**config.mk**
```make
export PLATFORM = sky130hd
export DESIGN_NAME = terminator_segmented_byte_buffer
export DESIGN_NICKNAME = d
export VERILOG_FILES = /design/src/tbsb_pkg.sv /design/src/tbsb_front.sv /design/src/tbsb_back.sv /design/src/terminator_segmented_byte_buffer.sv
export SDC_FILE = /design/constraint.sdc
export NUM_CORES = 1
export LEC_CHECK = 0
export BUFFER_PORTS_ARGS = -buffer_cell sky130_fd_sc_hd__buf_2
export CAP_MARGIN = 20
export CORE_UTILIZATION = 56
export DETAILED_ROUTE_END_ITERATION = 12
export GPL_TIMING_DRIVEN = 0
export PLACE_DENSITY = 0.83
export REMOVE_ABC_BUFFERS = 1
export SYNTH_ARGS = -nofsm -noshare
export SYNTH_HDL_FRONTEND = slang
export SYNTH_SLANG_ARGS = --single-unit
```
**constraint.sdc**
```tcl
create_clock -name clk_i -period 4.55 [get_ports clk_i]
set_clock_uncertainty 0.1 [all_clocks]
set_input_delay 0.91 -clock clk_i [delete_from_list [all_inputs] [get_ports clk_i]]
set_output_delay 0.91 -clock clk_i [all_outputs]
set_load 0.02 [all_outputs]
```
**src/tbsb_pkg.sv**
```systemverilog
// ----------------------------------------------------------------------------
// tbsb_pkg: shared types and constants
// Command, result and register index definitions for the segmented byte buffer.
// ----------------------------------------------------------------------------
package tbsb_pkg;

  localparam int unsigned BufferDepth    = 64;
  localparam int unsigned MaxTerminators = 4;

  // Configuration register indexes
  localparam logic [2:0] CfgTermCount = 3'd0;
  localparam logic [2:0] CfgTerm0     = 3'd1;

  typedef enum logic [1:0] {
    MODE_PUSH  = 2'd0,
    MODE_PEEK  = 2'd1,
    MODE_DISC  = 2'd2,
    MODE_QUERY = 2'd3
  } mode_e;

  typedef struct packed {
    mode_e      mode;
    logic [7:0] in_byte;
    logic [6:0] needed_space;
  } cmd_t;

  typedef struct packed {
    logic       overflow;
    logic [6:0] fill_level;
    logic       would_not_fit;
    logic       is_empty;
    logic       terminator_found;
    logic       last;
    logic       byte_valid;
    logic [7:0] out_byte;
  } res_t;

endpackage

```
**src/tbsb_front.sv**
```systemverilog
// ----------------------------------------------------------------------------
// tbsb_front: command intake
// Decodes input beats into commands and holds them in a two-entry queue.
// ----------------------------------------------------------------------------
module tbsb_front (
  input  logic          clk_i,
  input  logic          rst_ni,
  input  logic          in_valid_i,
  output logic          in_ready_o,
  input  logic [15:0]   in_data_i,   // in_byte[7:0], needed_space[14:8]
  input  logic [1:0]    in_user_i,   // mode
  output logic          cmd_valid_o,
  output tbsb_pkg::cmd_t cmd_o,
  input  logic          cmd_pop_i
);
  import tbsb_pkg::*;

  cmd_t       entry_q [2];
  logic       wr_ptr_q, wr_ptr_d;
  logic       rd_ptr_q, rd_ptr_d;
  logic [1:0] cnt_q, cnt_d;
  logic       push, pop;
  cmd_t       cmd_in;

  always_comb begin
    cmd_in.mode         = mode_e'(in_user_i);
    cmd_in.in_byte      = in_data_i[7:0];
    cmd_in.needed_space = in_data_i[14:8];
  end

  assign in_ready_o  = (cnt_q != 2'd2);
  assign cmd_valid_o = (cnt_q != 2'd0);
  assign cmd_o       = entry_q[rd_ptr_q];
  assign push        = in_valid_i && in_ready_o;
  assign pop         = cmd_pop_i && cmd_valid_o;

  always_comb begin
    wr_ptr_d = push ? ~wr_ptr_q : wr_ptr_q;
    rd_ptr_d = pop ? ~rd_ptr_q : rd_ptr_q;
    cnt_d    = cnt_q + 2'(push) - 2'(pop);
  end

  always_ff @(posedge clk_i) begin
    if (push) begin
      entry_q[wr_ptr_q] <= cmd_in;
    end
  end

  always_ff @(posedge clk_i or negedge rst_ni) begin
    if (!rst_ni) begin
      wr_ptr_q <= 1'b0;
      rd_ptr_q <= 1'b0;
      cnt_q    <= 2'd0;
    end else begin
      wr_ptr_q <= wr_ptr_d;
      rd_ptr_q <= rd_ptr_d;
      cnt_q    <= cnt_d;
    end
  end

endmodule

```
**src/tbsb_back.sv**
```systemverilog
// ----------------------------------------------------------------------------
// tbsb_back: command execution
// Byte store, segment scan, segment emission and result output register.
// ----------------------------------------------------------------------------
module tbsb_back #(
  parameter int unsigned DEPTH = tbsb_pkg::BufferDepth,
  parameter int unsigned MAXT  = tbsb_pkg::MaxTerminators
) (
  input  logic                  clk_i,
  input  logic                  rst_ni,
  input  logic                  cmd_valid_i,
  input  tbsb_pkg::cmd_t        cmd_i,
  output logic                  cmd_pop_o,
  input  logic [2:0]            term_count_i,
  input  logic [MAXT-1:0][7:0]  terms_i,
  output logic                  out_valid_o,
  input  logic                  out_ready_i,
  output tbsb_pkg::res_t        out_o
);
  import tbsb_pkg::*;

  localparam int unsigned AW = $clog2(DEPTH);
  localparam int unsigned CW = $clog2(DEPTH + 1);
  localparam logic [CW:0]   DepthW = (CW + 1)'(DEPTH);
  localparam logic [CW-1:0] DepthC = CW'(DEPTH);

  typedef enum logic [3:0] {
    ST_IDLE = 4'b0001,
    ST_SCAN = 4'b0010,
    ST_EMIT = 4'b0100,
    ST_DISC = 4'b1000
  } state_e;

  function automatic logic [AW-1:0] wrap_add(logic [AW-1:0] base, logic [CW-1:0] off);
    logic [CW:0] s;
    s = (CW + 1)'(base) + (CW + 1)'(off);
    if (s >= DepthW) s = s - DepthW;
    return s[AW-1:0];
  endfunction

  state_e        state_q, state_d;
  logic [AW-1:0] head_q, head_d;
  logic [CW-1:0] count_q, count_d;
  logic          is_peek_q, is_peek_d;
  logic [CW-1:0] scan_q, scan_d;
  logic          rd_vld_q, rd_vld_d;
  logic [CW-1:0] rd_off_q, rd_off_d;
  logic [CW-1:0] len_q, len_d;
  logic          found_q, found_d;
  logic [CW-1:0] emit_q, emit_d;
  logic          pend_q, pend_d;
  logic [CW-1:0] pend_off_q, pend_off_d;
  logic          out_valid_q, out_valid_d;
  res_t          out_q, out_d;

  logic [7:0]    mem_q [DEPTH];
  logic [7:0]    rd_data_q;
  logic          mem_we, rd_en;
  logic [CW-1:0] rd_sel;
  logic          can_issue, match, load, last_beat;
  logic [2:0]    used_terms;
  logic [7:0]    free_space;
  logic [CW-1:0] fill_after;

  assign can_issue = !out_valid_q || out_ready_i;
  assign used_terms = (term_count_i > 3'(MAXT)) ? 3'(MAXT) : term_count_i;
  assign free_space = 8'(DEPTH) - 8'(count_q);

  // compare the byte just read against the active terminators
  always_comb begin
    match = 1'b0;
    for (int k = 0; k < int'(MAXT); k++) begin
      if ((3'(k) < used_terms) && (rd_data_q == terms_i[k])) match = 1'b1;
    end
  end

  assign load      = pend_q && can_issue;
  assign last_beat = (pend_off_q == len_q - CW'(1));

  always_comb begin
    state_d     = state_q;
    head_d      = head_q;
    count_d     = count_q;
    is_peek_d   = is_peek_q;
    scan_d      = scan_q;
    rd_vld_d    = rd_vld_q;
    rd_off_d    = rd_off_q;
    len_d       = len_q;
    found_d     = found_q;
    emit_d      = emit_q;
    pend_d      = pend_q;
    pend_off_d  = pend_off_q;
    out_valid_d = out_valid_q && !out_ready_i;
    out_d       = out_q;
    cmd_pop_o   = 1'b0;
    mem_we      = 1'b0;
    rd_en       = 1'b0;
    rd_sel      = (state_q == ST_EMIT) ? emit_q : scan_q;
    fill_after  = count_q;

    case (state_q)
      ST_IDLE: begin
        if (cmd_valid_i) begin
          case (cmd_i.mode)
            MODE_PUSH: begin
              if (can_issue) begin
                cmd_pop_o   = 1'b1;
                out_valid_d = 1'b1;
                out_d       = '0;
                out_d.last  = 1'b1;
                if (count_q >= DepthC) begin
                  out_d.overflow = 1'b1;
                end else begin
                  mem_we     = 1'b1;
                  fill_after = count_q + CW'(1);
                  count_d    = fill_after;
                end
                out_d.fill_level = 7'(fill_after);
                out_d.is_empty   = (fill_after == '0);
              end
            end
            MODE_QUERY: begin
              if (can_issue) begin
                cmd_pop_o           = 1'b1;
                out_valid_d         = 1'b1;
                out_d               = '0;
                out_d.last          = 1'b1;
                out_d.would_not_fit = ({1'b0, cmd_i.needed_space} > free_space);
                out_d.fill_level    = 7'(count_q);
                out_d.is_empty      = (count_q == '0);
              end
            end
            MODE_PEEK, MODE_DISC: begin
              if (count_q == '0) begin
                // empty buffer: single result, nothing to scan
                if (can_issue) begin
                  cmd_pop_o      = 1'b1;
                  out_valid_d    = 1'b1;
                  out_d          = '0;
                  out_d.last     = 1'b1;
                  out_d.is_empty = 1'b1;
                end
              end else begin
                cmd_pop_o = 1'b1;
                is_peek_d = (cmd_i.mode == MODE_PEEK);
                scan_d    = '0;
                rd_vld_d  = 1'b0;
                state_d   = ST_SCAN;
              end
            end
            default: ;
          endcase
        end
      end

      ST_SCAN: begin
        if (rd_vld_q && (match || (rd_off_q == count_q - CW'(1)))) begin
          len_d    = rd_off_q + CW'(1);
          found_d  = match;
          rd_vld_d = 1'b0;
          emit_d   = '0;
          pend_d   = 1'b0;
          state_d  = is_peek_q ? ST_EMIT : ST_DISC;
        end else if (scan_q < count_q) begin
          rd_en    = 1'b1;
          rd_vld_d = 1'b1;
          rd_off_d = scan_q;
          scan_d   = scan_q + CW'(1);
        end else begin
          rd_vld_d = 1'b0;
        end
      end

      ST_EMIT: begin
        if (load) begin
          out_valid_d            = 1'b1;
          out_d                  = '0;
          out_d.out_byte         = rd_data_q;
          out_d.byte_valid       = 1'b1;
          out_d.last             = last_beat;
          out_d.terminator_found = found_q;
          out_d.fill_level       = 7'(count_q);
          pend_d                 = 1'b0;
          if (last_beat) state_d = ST_IDLE;
        end
        if ((emit_q < len_q) && (!pend_q || load)) begin
          rd_en      = 1'b1;
          pend_d     = 1'b1;
          pend_off_d = emit_q;
          emit_d     = emit_q + CW'(1);
        end
      end

      ST_DISC: begin
        if (can_issue) begin
          fill_after             = count_q - len_q;
          head_d                 = wrap_add(head_q, len_q);
          count_d                = fill_after;
          out_valid_d            = 1'b1;
          out_d                  = '0;
          out_d.last             = 1'b1;
          out_d.terminator_found = found_q;
          out_d.fill_level       = 7'(fill_after);
          out_d.is_empty         = (fill_after == '0);
          state_d                = ST_IDLE;
        end
      end

      default: state_d = ST_IDLE;
    endcase
  end

  // byte store: one write port, one registered read port
  always_ff @(posedge clk_i) begin
    if (mem_we) mem_q[wrap_add(head_q, count_q)] <= cmd_i.in_byte;
    if (rd_en) rd_data_q <= mem_q[wrap_add(head_q, rd_sel)];
  end

  always_ff @(posedge clk_i) begin
    out_q      <= out_d;
    len_q      <= len_d;
    found_q    <= found_d;
    rd_off_q   <= rd_off_d;
    pend_off_q <= pend_off_d;
    is_peek_q  <= is_peek_d;
  end

  always_ff @(posedge clk_i or negedge rst_ni) begin
    if (!rst_ni) begin
      state_q     <= ST_IDLE;
      head_q      <= '0;
      count_q     <= '0;
      scan_q      <= '0;
      rd_vld_q    <= 1'b0;
      emit_q      <= '0;
      pend_q      <= 1'b0;
      out_valid_q <= 1'b0;
    end else begin
      state_q     <= state_d;
      head_q      <= head_d;
      count_q     <= count_d;
      scan_q      <= scan_d;
      rd_vld_q    <= rd_vld_d;
      emit_q      <= emit_d;
      pend_q      <= pend_d;
      out_valid_q <= out_valid_d;
    end
  end

  assign out_valid_o = out_valid_q;
  assign out_o       = out_q;

  a_count_bound: assert property (@(posedge clk_i) disable iff (!rst_ni)
    count_q <= DepthC)
    else $error("fill count above depth");

  a_scan_in_range: assert property (@(posedge clk_i) disable iff (!rst_ni)
    (state_q == ST_SCAN && rd_vld_q) |-> (rd_off_q < count_q))
    else $error("scan read beyond held bytes");

  a_pend_in_emit: assert property (@(posedge clk_i) disable iff (!rst_ni)
    pend_q |-> (state_q == ST_EMIT))
    else $error("pending read byte outside emission");

  a_disc_len: assert property (@(posedge clk_i) disable iff (!rst_ni)
    (state_q == ST_DISC) |-> (len_q != '0 && len_q <= count_q))
    else $error("bad discard length");

endmodule

```
**src/terminator_segmented_byte_buffer.sv**
```systemverilog
// ----------------------------------------------------------------------------
// terminator_segmented_byte_buffer: serial byte buffer split by terminators
// Push, peek, discard and space query over a circular byte store.
// ----------------------------------------------------------------------------
// Push, query and empty peek/discard each give one registered result beat.
//   Peek of a k-byte segment: a scan of the k bytes, then k result beats.
// Discard of a k-byte segment: a scan of the k bytes, then one result beat.
// Push and query: one beat per cycle while results are accepted. A peek holds the
//   back end to scan, then emits one byte per cycle while results are accepted.
// Reset clears pointers, fill count, queue and terminator registers, not the store.
module terminator_segmented_byte_buffer #(
  parameter int unsigned BUFFER_DEPTH    = tbsb_pkg::BufferDepth,
  parameter int unsigned MAX_TERMINATORS = tbsb_pkg::MaxTerminators
) (
  input  logic        clk_i,
  input  logic        rst_ni,
  // configuration write port
  input  logic        cfg_we_i,
  input  logic [2:0]  cfg_idx_i,
  input  logic [7:0]  cfg_data_i,
  // input beats
  input  logic        s_axis_tvalid,
  output logic        s_axis_tready,
  input  logic [15:0] s_axis_tdata,   // in_byte[7:0], needed_space[14:8], zero pad
  input  logic [1:0]  s_axis_tuser,   // mode
  // result beats
  output logic        m_axis_tvalid,
  input  logic        m_axis_tready,
  output logic [23:0] m_axis_tdata,   // out_byte[7:0], terminator_found[8],
                                      // is_empty[9], would_not_fit[10],
                                      // fill_level[17:11], overflow[18], zero pad
  output logic [0:0]  m_axis_tuser,   // byte_valid
  output logic        m_axis_tlast    // last
);
  import tbsb_pkg::*;

  logic [2:0]                       term_count_q;
  logic [MAX_TERMINATORS-1:0][7:0]  terms_q;
  logic                             cmd_valid, cmd_pop;
  cmd_t                             cmd;
  res_t                             res;

  // terminator registers; writes to indexes past the last terminator register are dropped
  always_ff @(posedge clk_i or negedge rst_ni) begin
    if (!rst_ni) begin
      term_count_q <= 3'd0;
      terms_q      <= '0;
    end else if (cfg_we_i) begin
      if (cfg_idx_i == CfgTermCount) term_count_q <= cfg_data_i[2:0];
      for (int k = 0; k < int'(MAX_TERMINATORS); k++) begin
        if (cfg_idx_i == CfgTerm0 + 3'(k)) terms_q[k] <= cfg_data_i;
      end
    end
  end

  // front: beat intake and command queue
  tbsb_front u_front (
    .clk_i       (clk_i),
    .rst_ni      (rst_ni),
    .in_valid_i  (s_axis_tvalid),
    .in_ready_o  (s_axis_tready),
    .in_data_i   (s_axis_tdata),
    .in_user_i   (s_axis_tuser),
    .cmd_valid_o (cmd_valid),
    .cmd_o       (cmd),
    .cmd_pop_i   (cmd_pop)
  );

  // back: store, scan and result generation
  tbsb_back #(
    .DEPTH (BUFFER_DEPTH),
    .MAXT  (MAX_TERMINATORS)
  ) u_back (
    .clk_i        (clk_i),
    .rst_ni       (rst_ni),
    .cmd_valid_i  (cmd_valid),
    .cmd_i        (cmd),
    .cmd_pop_o    (cmd_pop),
    .term_count_i (term_count_q),
    .terms_i      (terms_q),
    .out_valid_o  (m_axis_tvalid),
    .out_ready_i  (m_axis_tready),
    .out_o        (res)
  );

  // result beat packing
  assign m_axis_tdata = {5'b0, res.overflow, res.fill_level, res.would_not_fit,
                         res.is_empty, res.terminator_found, res.out_byte};
  assign m_axis_tuser = res.byte_valid;
  assign m_axis_tlast = res.last;

endmodule
```
==> results of run 1 <==
## how the worst min path moves through the flow
stage	from	end	slack [ns]	cells after the start
floorplan	u_front.wr_ptr_q	u_front.wr_ptr_q	0.36	1
global placement	u_back.is_peek_q	u_back.state_q[3]	0.38	1
detailed placement	u_front.wr_ptr_q	u_front.wr_ptr_q	0.38	1
CTS	rst_ni	u_back.count_q[5]	0.003	1
global route	rst_ni	u_back.count_q[2]	0.02	1
finish	rst_ni	u_back.count_q[5]	0.03	1
## per-layer routing
metal	vias up	track usage [%]	share of wire [%]
met5	-	0	0.018
met4	2	10.3	3.3
met3	138	5.49	8.4
met2	854	42.7	51
met1	8028	32.9	37
li1	6486	-	-
## synthesized netlist by cell type, drive strengths merged, types with 4 or more instances
cell type and count:
nor4 4, fa 4, nand2 61, nor3 14
nor3b 4, mux4 160, a22oi 4, nor4b 4
nand3 19, a211oi 15, o21a 7, a21o 14
nand4 10, xor2 39, edfxtp 598, clkbuf 45
mux2 55, mux2i 19, a22o 6, o21ai 26
and3 10, dfrtp 72, and2 11, or2 7
inv 46, nor2 91, ha 52, buf 31
xnor2 52, nor2b 16, nand2b 8, a2111oi 7
a31oi 5, a21oi 41
## final cells by class
type | count | area, um^2 | share of cell area (%)
multi-input cells | 808 | 8640 | 26.4
well taps | 672 | 841 | 2.56
flip-flops and latches | 671 | 19800 | 60.4
clock buffers | 89 | 1850 | 5.66
inverters | 47 | 176 | 0.538
clock inverters | 34 | 394 | 1.20
repair buffers | 97 | 1080 | 3.30
## cell families after synthesis
group                      Yosys count  synth area share (%)
buffers and inverters              123                  1.84
adders and majority gates           56                  2.55
and+or+nand+nor                    267                  4.63
other                                1                0.0131
DFF                                671                  69.0
AOI/OAI and AO/OA                  155                  3.75
xor gates and xnor gates            91                  2.81
muxes                              234                  15.4
## sequential cells by signal, indices dropped and copies added, names as in the netlist, 7 cells and up
register and cells:
u_back.scan_q 7, u_back.emit_q 7, u_front.entry_q 34, u_back.rd_data_q 8
u_back.mem_q 512, u_back.rd_off_q 7, u_back.len_q 7, u_back.pend_off_q 7
terms_q 32, u_back.count_q 7, u_back.out_o 21
## stage by stage
stage | worst slack, ns | setup TNS, ns | hold slack [ns]
final | -0.00426 | -0.00881 | 0.0270
after global routing | -0.179 | -7.29 | 0.0239
after CTS | -0.0927 | -1.67 | 0.00288
after detailed placement | -1.33 | -11.83 | 0.382
after global placement | -6.82 | -60.44 | 0.376
after floorplan | -3.94 | -31.48 | 0.361
## critical path, cell delays in order, from the launching register on
cell and delay (ns):
dfrtp_1 0.88, mux2i_1 0.46, ha_1 0.24, nand2_1 0.13
nor4_1 0.63, nand3_1 0.80, nor2_1 0.94
## repair_timing
action                                  CTS  global route
pin swaps                                 4             7
endpoints found under the setup margin   40           360
buffers inserted                          7             0
gates cloned                              6             1
resized for setup                        12            48
hold buffers                              0             0
## where the power goes
group	switching [mW]	internal, mW	total (mW)
combinational	2.25	1.65	3.89
sequential	0.286	7.71	8.00
clock	2.34	3.35	5.69
total	4.88	12.7	17.6
==> flow_summary.yaml, run 1 <==
outcome:
  outcome: "finished, violations left"
  violations: "setup timing"
layout:
  final_cell_mix: "edfxtp_1 (598), mux4_2 (160), clkbuf_16 (72)"
  area.growth.synth_to_final_pct: 14.4
  final_util_pct: 65.1
  drive_gt1_share_pct: 27.9
  final_common_cell: "edfxtp_1"
  fin_area_um2: 32800
  fill_cells: 3205
  nets: 1784
  fin_cells: 2418
  diodes: 0
timing:
  setup_viol: 7
  fin_crit_ns: 4.55
  slew_viol_final: 0
  slew_headroom_pct: 27.7
  fin_crit_sh_pct: 100
  hold_viol: 0
  rsz0062_at_grt: "yes"
  worst_slew_pin_slew_ns: 1.08
  fmax_ghz: 0.220
  final.setup.worst_slack_ns: -0.00426
yosys:
  synth_ff_type: "edfxtp_1"
  synth_top_area_share_pct: 62.6
  synth_edf_count: 598
  ys_seq_area_share_pct: 69.0
  ys_warn_count: 0
  syn_avg_cell_area_um2: 17.9
  async_reset_ff_share_pct: 10.9
  ys_types: 79
  synth_area_leaders: "edfxtp_1 (63%), mux4_2 (13%), dfrtp_1 (6.3%)"
  netlist_area_um2: 28700
  synthDominantAreaCellType: "edfxtp_1"
  ys_ff_latch: 671
  synth_cells: 1598
worst_setup_path:
  endpoint: "u_back.mem_q[22][3]"
  critPathKind: "reg -> reg"
  cp_max_fo: 18
  end_kind: "flip-flop"
  r2r_cells: 6
  startpoint_type: "flip-flop"
  r2r_end: "u_back.mem_q[22][3]"
  crit_required_ns: 4.67
  r2r_slack_ns: -0.004
  arrival_ns: 4.68
  cp-startpoint: "u_front.rd_ptr_q"
  r2r_start: "u_front.rd_ptr_q"
die:
  dieHeight_um: 228
  dieArea_um2: 52100
  die_w_um: 228
  initial_core_util_pct: 56.9
  fp-row-count: 82
  design.core.area_um2: 50400
  io_pins: 62
detailed_routing:
  routed_wl_um: 66500
  wl_per_cell_um: 27.5
  drtIter0Drc: 1721
  postRouteAntennaNets: 0
  via_per_inst: 6.41
  drc: 0
  dr.pass1.iters: 6
  dr_total_vias: 15500
grt:
  grt_max_degree: 68
  grt_first_pass_wirelength_um: 98900
  antenna_found_initial: 1
  grt_overflow: 0
  first_global_vias: 16000
  grt_usage_pct: 25.6
placement:
  hpwlAfterDp_um: 38900
  dpl_cell_area_um2: 29900
  place_congestion: 0.874
  dp.cells: 2275
  port_buffers: 55
power:
  report.power.total_mw: 17.6
  p_leak_nw: 11.1
  powerDensity_nw_per_um2: 536
  ir_worst_vdd_uv: 289
job:
  drv_cap: 0
worst_hold_path:
  hold_path_class: "in -> async"
clocking:
  cts_tree: "done"
  insertion_delay_ns: 0.60
  cts_buffer_depth: 3
  cts_root_buffer: "clkbuf_16"
  cts.htree.levels: 3
  clk_pin_slew_ns: 0.06
  numCtsBuffers: 69
  cts.sinks: 671
Power figures use the tool's default switching activity.
==> run 2: changes to the inputs <==
--- a/config.mk
+++ b/config.mk
@@ -8,8 +8,8 @@
 export BUFFER_PORTS_ARGS = -buffer_cell sky130_fd_sc_hd__buf_2
 export CAP_MARGIN = 20
-export CORE_UTILIZATION = 56
+export CORE_UTILIZATION = 67
 export DETAILED_ROUTE_END_ITERATION = 12
 export GPL_TIMING_DRIVEN = 0
-export PLACE_DENSITY = 0.83
+export PLACE_DENSITY = 0.92
 export REMOVE_ABC_BUFFERS = 1
 export SYNTH_ARGS = -nofsm -noshare
==> constraint.sdc (replaced) <==
create_clock -name clk_i -period 5.85 [get_ports clk_i]
set_clock_uncertainty 0.1 [all_clocks]
set_input_delay 0.2925 -clock clk_i [delete_from_list [all_inputs] [get_ports clk_i]]
set_output_delay 0.2925 -clock clk_i [all_outputs]
set_load 0.02 [all_outputs]
==> flow_summary.yaml, run 2 (synthesized netlist as in run 1, its figures left out) <==
worst_hold_path:
  hold_path_class: "in -> reg"
  min_to: "term_count_q[1]"
  hold_depth: 3
  min_from: "cfg_idx_i[1]"
placement:
  hpwlAfterDp_um: 41500
  pre_cts_slack_ns: 0.133
  port_buffers: 55
  dpl_cell_area_um2: 29700
  place_congestion: 0.915
detailed_routing:
  via_per_inst: 7.15
  routed_wl_um: 74100
  dr.pass1.iters: 5
  dr_total_vias: 16400
  drtIter0Drc: 2667
  drc: 0
  postRouteAntennaNets: 0
  wl_per_cell_um: 32.3
grt:
  grt_usage_pct: 35.2
  grt_max_degree: 71
  grt_overflow: 0
  grt_first_pass_wirelength_um: 109000
  antenna_found_initial: 3
  first_global_vias: 16700
layout:
  drive_gt1_share_pct: 23.5
  final_cell_mix: "edfxtp_1 (598), mux4_2 (160), nor2_1 (91)"
  largest_reg_flops: 512
  largestRegisters: "u_back.mem_q: 512 flops, u_front.entry_q: 34 flops, terms_q: 32 flops"
  final_common_cell: "edfxtp_1"
  nets: 1797
  fin_area_um2: 32200
  regMostFlops: "u_back.mem_q"
  area.growth.synth_to_final_pct: 12.3
worst_setup_path:
  critPathKind: "reg -> reg"
  crit_required_ns: 6.02
  r2r_end: "u_back.rd_data_q[3]"
  cp_max_fo: 63
  r2r_cells: 12
  r2r_start: "u_back.state_q[2]"
  startpoint_type: "flip-flop"
  r2r_slack_ns: 0.15
  arrival_ns: 5.87
  end_kind: "flip-flop"
die:
  io_pins: 62
  die_w_um: 209
  dieArea_um2: 43600
  design.core.area_um2: 42000
  fp-row-count: 75
  dieHeight_um: 209
  initial_core_util_pct: 68.2
clocking:
  clk_pin_slew_ns: 0.06
  cts.htree.levels: 3
  cts.sinks: 671
  cts_root_buffer: "clkbuf_16"
  cts_tree: "done"
  post_cts_resized: 0
  insertion_delay_ns: 0.61
  cts_buffer_depth: 3
  numCtsBuffers: 67
timing:
  fin_crit_sh_pct: 97.4
  hold_viol: 0
  slew_headroom_pct: 23.3
  slew_viol_final: 0
  fin_worst_hold_slack_ns: 0.0778
  final.setup.worst_slack_ns: 0.150
  worst_slew_pin_slew_ns: 1.14
  fin_crit_ns: 5.70
  fmax_ghz: 0.175
  setup_viol: 0
  rsz0062_at_grt: "no"
power:
  powerDensity_nw_per_um2: 412
  ir_worst_vdd_uv: 249
  report.power.total_mw: 13.3
  p_leak_nw: 11.0
job:
  drv_cap: 0
outcome:
  outcome: "finished, final reports clean"
[run 2: metrics by stage]
stage	instances	setup TNS [ns]	utilization, %
floorplan	1526	-21.08	-
global placement	2120	-42.59	69.6
detailed placement	2141	0	70.7
CTS	2291	0	76.2
global route	2297	0	76.6
finish	2299	0	76.6
[run 2: metal layers]
metal	track usage (%)	up-vias	routed length (um)
met5	0	-	18
met4	19.6	2	4760
met3	7.66	302	7080
met2	57.6	1246	37000
met1	44.4	8346	25300
li1	-	6536	-
[run 2: worst max-delay path by stage]
stage	from	endpoint	slack, ns	depth (start not counted)
after floorplan	u_back.state_q[1]	u_back.rd_data_q[0]	-2.64	8
after detailed placement	u_back.state_q[1]	u_back.rd_data_q[3]	0.13	12
after global routing	u_back.state_q[2]	u_back.rd_data_q[3]	0.11	12
final	u_back.state_q[2]	u_back.rd_data_q[3]	0.15	12
after global placement	u_back.state_q[1]	u_back.rd_data_q[7]	-5.38	8
after CTS	u_back.state_q[2]	u_back.rd_data_q[3]	0.36	12
[run 2: report_power, final]
part | switching (mW) | internal, mW
Sequential | 0.228 | 6.00
Clock | 1.82 | 2.25
Combinational | 1.78 | 1.20
Total | 3.83 | 9.44
[run 2: cell type report]
class	count	area (um^2)
antenna	2	5.00
timing repair buffer	112	1090
inverter	47	176
sequential	671	19800
multi-input combinational	808	8440
clock buffer	90	1780
tap	539	674
clock inverter	30	224
fill	2112	9850
[run 2: repair_timing]
action | 4_1_cts | 5_1_grt
buffers inserted | 2 | 0
setup endpoints to repair | 3 | 0
endpoints found under the hold margin | 144 | 0
hold buffers | 28 | 0
[run 2: critical path, cell delays in order, from the launching register on]
cell and delay, ns:
dfrtp_1 0.57, nor4b_4 0.31, buf_6 0.23, mux2_2 0.22, ha_4 0.14, inv_1 0.07
fa_4 1.13, buf_16 0.33, buf_16 0.32, mux4_2 0.42, mux4_2 0.55, a211oi_1 0.62
a21oi_1 0.19
==> run 3: changes to the inputs <==
--- a/config.mk
+++ b/config.mk
@@ -7,5 +7,4 @@
 export LEC_CHECK = 0
 export BUFFER_PORTS_ARGS = -buffer_cell sky130_fd_sc_hd__buf_2
-export CAP_MARGIN = 20
 export CORE_UTILIZATION = 67
 export DETAILED_ROUTE_END_ITERATION = 12
@@ -13,4 +12,5 @@
 export PLACE_DENSITY = 0.92
 export REMOVE_ABC_BUFFERS = 1
+export SETUP_SLACK_MARGIN = 0.1
 export SYNTH_ARGS = -nofsm -noshare
 export SYNTH_HDL_FRONTEND = slang
--- a/constraint.sdc
+++ b/constraint.sdc
@@ -3,3 +3,3 @@
 set_input_delay 0.2925 -clock clk_i [delete_from_list [all_inputs] [get_ports clk_i]]
 set_output_delay 0.2925 -clock clk_i [all_outputs]
-set_load 0.02 [all_outputs]
+set_load 0.1 [all_outputs]
==> flow_summary.yaml, run 3 (synthesized netlist as in run 1, its figures left out) <==
layout:
  area.growth.synth_to_final_pct: 12.2
  regMostFlops: "u_back.mem_q"
  fin_cells: 2287
  fin_area_um2: 32200
  final_common_cell: "edfxtp_1"
  largest_reg_flops: 512
  largestRegisters: "u_back.mem_q: 512 flops, u_front.entry_q: 34 flops, terms_q: 32 flops"
  drive_gt1_share_pct: 23.4
  final_cell_mix: "edfxtp_1 (598), mux4_2 (160), nor2_1 (90)"
  nets: 1787
  diodes: 0
grt:
  antenna_found_initial: 2
  grt_usage_pct: 34.6
  grt_overflow: 0
  grt_first_pass_wirelength_um: 108000
  grt_max_degree: 71
  first_global_vias: 16700
detailed_routing:
  maxUsedRoutingLayer: "met5"
  via_per_inst: 7.09
  dr_total_vias: 16200
  wl_met3_um: 6180
  wl_met1_um: 25100
  wl_met2_um: 36600
  routed_wl_um: 72600
  drc: 0
  wl_per_cell_um: 31.8
  dr.pass1.iters: 6
  drtIter0Drc: 2138
  postRouteAntennaNets: 0
outcome:
  outcome: "finished, final reports clean"
timing:
  slew_headroom_pct: 4.39
  hold_viol: 0
  rsz0062_at_grt: "no"
  setup_viol: 0
  finalSetupTns_ns: 0
  final.setup.worst_slack_ns: 0.305
  fmax_ghz: 0.180
  fin_crit_sh_pct: 94.8
  worst_slew_pin_slew_ns: 1.43
  slew_viol_final: 0
  fin_crit_ns: 5.54
worst_setup_path:
  r2r_start: "u_back.state_q[2]"
  end_kind: "flip-flop"
  endpoint: "u_back.rd_data_q[5]"
  cp-startpoint: "u_back.state_q[2]"
  r2r_cells: 12
  r2r_slack_ns: 0.31
  r2r_end: "u_back.rd_data_q[5]"
  cp_max_fo: 63
  crit_required_ns: 6.03
  critPathKind: "reg -> reg"
  startpoint_type: "flip-flop"
  arrival_ns: 5.73
placement:
  dpl_cell_area_um2: 29700
  hpwlAfterDp_um: 41100
  port_buffers: 55
  place_congestion: 0.915
  pre_cts_slack_ns: 0.0724
  dp.cells: 2137
clocking:
  cts_tree: "done"
  cts.htree.levels: 3
  insertion_delay_ns: 0.60
  numCtsBuffers: 67
  cts_buffer_depth: 3
  cts_root_buffer: "clkbuf_16"
  cts.sinks: 671
  post_cts_resized: 0
  clk_pin_slew_ns: 0.06
die:
  dieHeight_um: 209
  fp-row-count: 75
  die_w_um: 209
  initial_core_util_pct: 68.2
  dieArea_um2: 43600
  io_pins: 62
  design.core.area_um2: 42000
power:
  p_leak_nw: 10.9
  powerDensity_nw_per_um2: 432
  ir_worst_vdd_uv: 482
job:
  drv_cap: 0
worst_hold_path:
  hold_path_class: "in -> reg"
[run 3: what timing repair did]
action	CTS	global route
hold buffers	28	0
hold endpoints to repair	143	0
endpoints found under the setup margin	5	0
buffers inserted	1	0
[run 3: worst min path at each step]
stage / startpoint / endpoint / cells past startpoint
2_1_floorplan: rst_ni / term_count_q[0] / 0
4_1_cts: cfg_idx_i[0] / term_count_q[2] / 3
6_report: cfg_idx_i[0] / term_count_q[2] / 3
3_3_place_gp: u_front.wr_ptr_q / u_front.wr_ptr_q / 1
3_5_place_dp: rst_ni / u_back.count_q[3] / 1
5_1_grt: cfg_idx_i[0] / term_count_q[2] / 3
[run 3: area by class of cell]
cell class | instances | area [um^2]
fillers | 2097 | 9870
clock buffers | 87 | 1810
repair buffers | 102 | 908
multi-input cells | 808 | 8450
clock inverters | 33 | 358
flip-flops and latches | 671 | 19800
inverters | 47 | 176
well taps | 539 | 674
[run 3: worst max-delay path: stages, from the launching register on]
cell and delay (ns):
dfrtp_1 0.59, nor4b_4 0.34, buf_6 0.24, mux2_2 0.22, ha_4 0.14, inv_1 0.05, fa_4 1.11, buf_16 0.32
buf_16 0.33, mux4_2 0.41, mux4_2 0.53, a211oi_1 0.57, a21oi_1 0.17
[run 3: report_power, final]
part           switching, mW  total [mW]  internal [mW]
clock                   1.84        4.31           2.48
sequential             0.231        6.26           6.02
combinational           2.24        3.34           1.10
total                   4.31        13.9           9.60
[run 3: per-stage QoR]
step	total power, mW	hold slack [ns]	util [%]
2_1_floorplan	8.72	-0.103	-
3_3_place_gp	9.54	0.376	69.6
3_5_place_dp	9.54	0.00320	70.6
4_1_cts	13.9	0.0611	76.4
5_1_grt	14.3	0.0849	76.5
6_report	13.9	0.0793	76.5
[run 3: per-layer routing]
metal,track usage (%),vias to the layer above
li1,-,6501
met1,43.0,8249
met2,57.8,1189
met3,6.30,281
met4,19.9,2
met5,0,-
